<file path="config.mk">
export PLATFORM = sky130hd
export DESIGN_NAME = bcc_cfg_regs
export DESIGN_NICKNAME = d
export VERILOG_FILES = /design/src/rtl/bcc_pkg.sv /design/src/rtl/bcc_cfg_regs.sv
export SDC_FILE = /design/constraint.sdc
export NUM_CORES = 1
export LEC_CHECK = 0
export ABC_AREA = 1
export BUFFER_PORTS_ARGS = -buffer_cell sky130_fd_sc_hd__buf_2
export CAP_MARGIN = 10
export CORE_MARGIN = 4
export CORE_UTILIZATION = 52
export DETAILED_ROUTE_END_ITERATION = 12
export PLACE_DENSITY = 0.81
export SLEW_MARGIN = 10
export SYNTH_ARGS = -nofsm -noshare
export SYNTH_HDL_FRONTEND = slang
export SYNTH_SLANG_ARGS = --single-unit
</file>
<file path="constraint.sdc">
create_clock -name clk -period 2.6 [get_ports clk]
set_input_delay 0.78 -clock clk [delete_from_list [all_inputs] [get_ports clk]]
set_output_delay 0.78 -clock clk [all_outputs]
set_load 0.005 [all_outputs]
</file>
<file path="src/rtl/bcc_pkg.sv">
// Shared types and constants of the block claim checker.
// Used by bcc_cfg_regs, bcc_claim_map and block_claim_checker; depends on nothing.
package bcc_pkg;

    localparam int MAP_BLOCKS_DEF  = 65536;
    localparam int WATCH_SLOTS_DEF = 4;
    localparam int WATCH_MAX       = 4;
    localparam int BLK_W           = 24;
    localparam int WORD_BITS       = 64;
    localparam int BIT_W           = 6;
    localparam int APB_ADDR_W      = 5;
    localparam int APB_DATA_W      = 32;
    localparam int REG_IDX_W       = 3;

    localparam logic [REG_IDX_W-1:0] REG_FIRST_DATA_BLOCK = 3'd0;
    localparam logic [REG_IDX_W-1:0] REG_VOLUME_BLOCKS    = 3'd1;
    localparam logic [REG_IDX_W-1:0] REG_DUP_CHECK_ENABLE = 3'd2;
    localparam logic [REG_IDX_W-1:0] REG_WATCH_BLOCK_0    = 3'd3;
    localparam logic [REG_IDX_W-1:0] REG_WATCH_BLOCK_1    = 3'd4;
    localparam logic [REG_IDX_W-1:0] REG_WATCH_BLOCK_2    = 3'd5;
    localparam logic [REG_IDX_W-1:0] REG_WATCH_BLOCK_3    = 3'd6;

    localparam logic CMD_CLAIM = 1'b0;
    localparam logic CMD_CLEAR = 1'b1;

    localparam logic [BLK_W-1:0] COUNT_MAX = {BLK_W{1'b1}};

    localparam int OUSER_OUT_OF_RANGE = 0;
    localparam int OUSER_DUPLICATE    = 1;
    localparam int OUSER_WATCHED_HIT  = 2;

    typedef struct packed {
        logic [BLK_W-1:0]                first_data_block;
        logic [BLK_W-1:0]                volume_blocks;
        logic                            dup_check_enable;
        logic [WATCH_MAX-1:0][BLK_W-1:0] watch_block;
    } bcc_cfg_t;

endpackage

</file>
<file path="src/rtl/bcc_cfg_regs.sv">
// APB configuration registers of the block claim checker.
// Depends on bcc_pkg for the register indexes and the configuration struct.
module bcc_cfg_regs #(
    parameter int WATCH_SLOTS = bcc_pkg::WATCH_SLOTS_DEF
) (
    input  logic                            clk,
    input  logic                            rst_n,
    input  logic                            psel,
    input  logic                            penable,
    input  logic                            pwrite,
    input  logic [bcc_pkg::APB_ADDR_W-1:0]  paddr,
    input  logic [bcc_pkg::APB_DATA_W-1:0]  pwdata,
    output logic [bcc_pkg::APB_DATA_W-1:0]  prdata,
    output logic                            pready,
    output bcc_pkg::bcc_cfg_t               cfg
);
    import bcc_pkg::*;

    logic [BLK_W-1:0]                first_reg;
    logic [BLK_W-1:0]                volume_reg;
    logic                            dup_en_reg;
    logic [WATCH_MAX-1:0][BLK_W-1:0] watch_reg;
    logic [REG_IDX_W-1:0]            idx;
    logic                            wr_en;
    logic [WATCH_MAX-1:0][BLK_W-1:0] watch_used;

    assign pready = 1'b1;
    assign idx    = paddr[APB_ADDR_W-1:2];
    assign wr_en  = psel && penable && pwrite;

    always_comb
    begin
        for (int i = 0; i < WATCH_MAX; i++)
        begin
            watch_used[i] = (i < WATCH_SLOTS) ? watch_reg[i] : '0;
        end
    end

    always_ff @(posedge clk or negedge rst_n)
    begin
        if (!rst_n)
        begin
            first_reg  <= BLK_W'(1);
            volume_reg <= BLK_W'(2);
            dup_en_reg <= 1'b1;
            watch_reg  <= '0;
        end
        else if (wr_en)
        begin
            case (idx)
                REG_FIRST_DATA_BLOCK: first_reg     <= pwdata[BLK_W-1:0];
                REG_VOLUME_BLOCKS:    volume_reg    <= pwdata[BLK_W-1:0];
                REG_DUP_CHECK_ENABLE: dup_en_reg    <= pwdata[0];
                REG_WATCH_BLOCK_0:    watch_reg[0]  <= pwdata[BLK_W-1:0];
                REG_WATCH_BLOCK_1:    watch_reg[1]  <= pwdata[BLK_W-1:0];
                REG_WATCH_BLOCK_2:    watch_reg[2]  <= pwdata[BLK_W-1:0];
                REG_WATCH_BLOCK_3:    watch_reg[3]  <= pwdata[BLK_W-1:0];
                default: ;
            endcase
        end
    end

    always_comb
    begin
        case (idx)
            REG_FIRST_DATA_BLOCK: prdata = APB_DATA_W'(first_reg);
            REG_VOLUME_BLOCKS:    prdata = APB_DATA_W'(volume_reg);
            REG_DUP_CHECK_ENABLE: prdata = APB_DATA_W'(dup_en_reg);
            REG_WATCH_BLOCK_0:    prdata = APB_DATA_W'(watch_used[0]);
            REG_WATCH_BLOCK_1:    prdata = APB_DATA_W'(watch_used[1]);
            REG_WATCH_BLOCK_2:    prdata = APB_DATA_W'(watch_used[2]);
            REG_WATCH_BLOCK_3:    prdata = APB_DATA_W'(watch_used[3]);
            default:              prdata = '0;
        endcase
    end

    always_comb
    begin
        cfg.first_data_block = first_reg;
        cfg.volume_blocks    = volume_reg;
        cfg.dup_check_enable = dup_en_reg;
        cfg.watch_block      = watch_used;
    end

endmodule

</file>
### After elaboration in Yosys (flattened, before gate mapping)

Index checks and enable logic that the tools add are counted.
Widths: inputs -> output; s select.

* equal/unequal tests: 6
* muxes and demuxes: 1
* reduce and logical (&&, ||, !) cells: 10

Operators by type and width (count)
* $pmux 24 s7: 1
* $reduce_and 2->1: 7
* $eq 3x3->1 const B: 3
* $eq 3x2->1 const B: 2
* $eq 3x1->1 const B: 1
* $logic_not 3->1: 1
* $logic_and 1x1->1: 2

* word-level logic and storage cells: 24
* register bits after elaboration: 145
* output and inout port bits: 178
* bits of input ports: 42

### Depth between registers and ports, before layout

* depth after elaboration: 3
* mapped depth: 8
* mapped depth without buffers: 6

### Worst setup path after synthesis

No wires, ideal clock.

* path type: input -> output
* from: in paddr[3] (netlist name)
* to: out prdata[16] (netlist name)
* arrival: 1691 ps
* slack: 129 ps
* required time: 1820 ps
* buffers on the path: 3
* stages on the path: 8
* cell sequence: buf_2 nor2_2 buf_2 buf_2 nand3_1 nand2_1 nor2_1 nand2_1

* word-level cells in the longest chain between the ends: 2
* elaborated cells between the ends (all ways): 8

RTL lines
* start: declaration: RTL line bcc_cfg_regs.sv:11 `input logic [bcc_pkg::APB_ADDR_W-1:0] paddr,`
* $eq 3x3->1, or another cell as far along: RTL line bcc_cfg_regs.sv:65 `case (idx)`
* $pmux 24 s7 *: RTL line bcc_cfg_regs.sv:65
* end: declaration: RTL line bcc_cfg_regs.sv:13 `output logic [bcc_pkg::APB_DATA_W-1:0] prdata,`

Every way passes the cells marked *; elsewhere a longest branch is shown, timed or not.

### Worst setup path in the final report

* from: in paddr[2] (netlist name)
* to: out prdata[13] (netlist name)

Same word-level chain as after synthesis.

==> flow_metrics.env <==
export IMPL_hold_viol_final=0
export IMPL_ant_nets=0
export IMPL_yosys_top_cells_area="dfrtp_1 49%, nand2_1 19%, o21ai_0 9.5%"
export IMPL_clkLatencyLatePin_ps=410
export IMPL_cts_tree="yes"
export IMPL_cp_slowest_cell="nor2_1"
export IMPL_cp_num_buf_inv=4
export IMPL_design_portCount=220
export IMPL_routed_wl_mm=26.1
export IMPL_synth_area_leader_cell="dfrtp_1"
export IMPL_crit_fanout=15
export IMPL_area_growth_pct=29.3
export IMPL_htreeDepth=4
export IMPL_final_common_cell="nand2_1"
export IMPL_largest_reg_flops=96
export IMPL_max_cap_violations=0
export IMPL_setup_viol=0
export IMPL_post_route_min_period_ps=2570
export IMPL_place_ws_ps=-46.1
export IMPL_status="complete, no violations"
export IMPL_multi_input_area_sq_mm=0.00319
export IMPL_nets=1210
export IMPL_path_class="primary input to output port"
export IMPL_cts_sinks=145
export IMPL_worst_slack_ps=30.5
export IMPL_synth_cell_types=20
export IMPL_hp_class="primary input to asynchronous set/reset pin"
export IMPL_timing_final_crit_share_pct=98.8
export IMPL_max_slew_margin_pct=60.9
export IMPL_synth_area_sq_mm=0.00730
export IMPL_layout_common_cells="361 x nand2_1, 196 x buf_2, 142 x dfrtp_1, 129 x o21ai_0, 72 x nand3_1"
export IMPL_yosys_warnings=0
export IMPL_cp_top_family="buffers and inverters"
export IMPL_rows=43
export IMPL_wl_per_cell_microns=19.2
export IMPL_initial_utilization_pct=52.8
export IMPL_ys_seq_elements=145
export IMPL_via_count=7931
export IMPL_required_ps=1820
export IMPL_drive_gt1_share_pct=26.8
export IMPL_ys_seq_area_share_pct=49.7
export IMPL_clkTransAtPathRegs_ps=60
export IMPL_dr_pass1_iters=8
export IMPL_fill_cells=1084
export IMPL_fmax_ghz=0.389
export IMPL_core_area_sq_mm=0.0138
export IMPL_drc=0
export IMPL_gp_congestion=0.935
export IMPL_seqCellArea_sq_mm=0.00363
export IMPL_vias_per_cell=5.84
export IMPL_synth_top_cell_area_share_pct=48.7
export IMPL_end_kind="output port"
export IMPL_tightest_slew_ps=586
export IMPL_arrival_ps=1790
export IMPL_port_buffers=200
export IMPL_synth_area_per_cell_sq_um=7.54
export IMPL_grt_use_total_pct=31.1
export IMPL_dp_cells=1317
export IMPL_dp_hpwl_mm=17.6
export IMPL_die_area_sq_mm=0.0160
export IMPL_pwr_density_cell_mw_per_mm2=717
export IMPL_netlist_instances=968
export IMPL_dr_first_iter_drc_count=1423
export IMPL_antenna_found_initial=0
export IMPL_finalMaxSlewViolations=0
export IMPL_max_stage_delay_ps=170
export IMPL_cts_root_buf="clkbuf_16"
export IMPL_grt_pass1_vias=7119
export IMPL_clk_path_buf_depth=2
export IMPL_grt_remaining_overflow=0
export IMPL_grt_pass1_wl_mm=39.5
export IMPL_skew_ps=0
export IMPL_timing_hold_ws_ps=280
export IMPL_fin_setup_tns_ps=0
export IMPL_start_kind="primary input"
export IMPL_peakVddDrop_mv=0.422
export IMPL_grt_max_degree=62
export IMPL_die_h_microns=127
export IMPL_holdBufCountCts=0
export IMPL_numCtsBuffers=17
export IMPL_die_width_microns=127
export IMPL_path_cells="buf_6 > nor2_4 > buf_12 > buf_12 > nand3_1 > nand2_1 > nor2_1 > nand2_1 > buf_2"
export IMPL_leakagePower_nw=5.26
export IMPL_n_antenna_cell=0
export IMPL_layout_cells_non_filler=1359
-- stage by stage --
| stage | area, sq um | power (mW) | util (%) |
|---|---|---|---|
| 3_3_place_gp | 8610 | 4.44 | 62.2 |
| 3_5_place_dp | 8610 | 4.49 | 62.2 |
| 2_1_floorplan | 7330 | 3.60 | - |
| 5_1_grt | 9440 | 7.09 | 68.3 |
| 4_1_cts | 9210 | 6.69 | 66.6 |
| 6_report | 9440 | 6.77 | 68.3 |
-- worst paths after layout --
path                               from       endpoint  slack [ps]  cells after the start
setup / recovery               paddr[2]     prdata[13]          30                      9
hold / removal                    rst_n  first_reg[14]         280                      1
setup reg to reg             dup_en_reg     dup_en_reg        1820                      2
hold reg to reg            first_reg[0]   first_reg[0]         480                      2
max in group asynchronous         rst_n  volume_reg[1]        1530                      2
min in group clk           first_reg[0]   first_reg[0]         480                      2
-- metal layers --
metal,GRT usage [%],vias to the layer above,wire (microns),share of wire (%)
met5,0,-,0,0
met4,11.1,0,607,2.3
met3,6.91,54,3380,13
met2,45.0,546,11700,45
met1,46.3,3773,10300,40
li1,-,3558,-,-
-- cell usage after synthesis --
cell and n:
nand4_1 68, nor2_2 4, buf_4 19, inv_2 2, dfrtp_1 142, nand2_1 361, nand3_1 74, nand3_2 2
dfstp_2 3, buf_2 20, nor2_4 2, clkbuf_1 34, o21a_1 1, nor2_1 33, conb_1 2, a21oi_1 5
o21ai_0 139, clkbuf_2 1, inv_1 45, buf_1 11
-- cell families after synthesis --
logic type / synth area share [%]
compound gates: 9.97
buf+inv: 8.12
flops: 49.7
other cells: 0.103
simple gates: 32.1
-- cell type report --
type	instances	share of cell area (%)
Clock buffer	23	4.85
Clock inverter	7	0.663
Inverter	47	1.93
Multi-Input combinational cell	698	33.8
Sequential cell	145	38.5
Tap cell	180	2.39
Timing Repair Buffer	259	17.9
-- worst register-to-register path, stage by stage (launching register included) --
cell     delay, ps
dfstp_2        570
nand2_1         60
o21ai_0         80
-- where the power goes --
part           switching, mW  internal, mW  leakage (nW)  total, mW
combinational          0.879         0.629          3.14       1.51
clock                  0.900          1.32         0.256       2.22
sequential             0.349          2.69          1.86       3.04
-- repair_timing --
item,in CTS,in global routing
setup endpoints to repair,12,24
setup buffers,3,4
cloned,1,4
resized for setup,8,36
pin swaps,0,2
No activity file was read; power rests on OpenSTA's default activity.
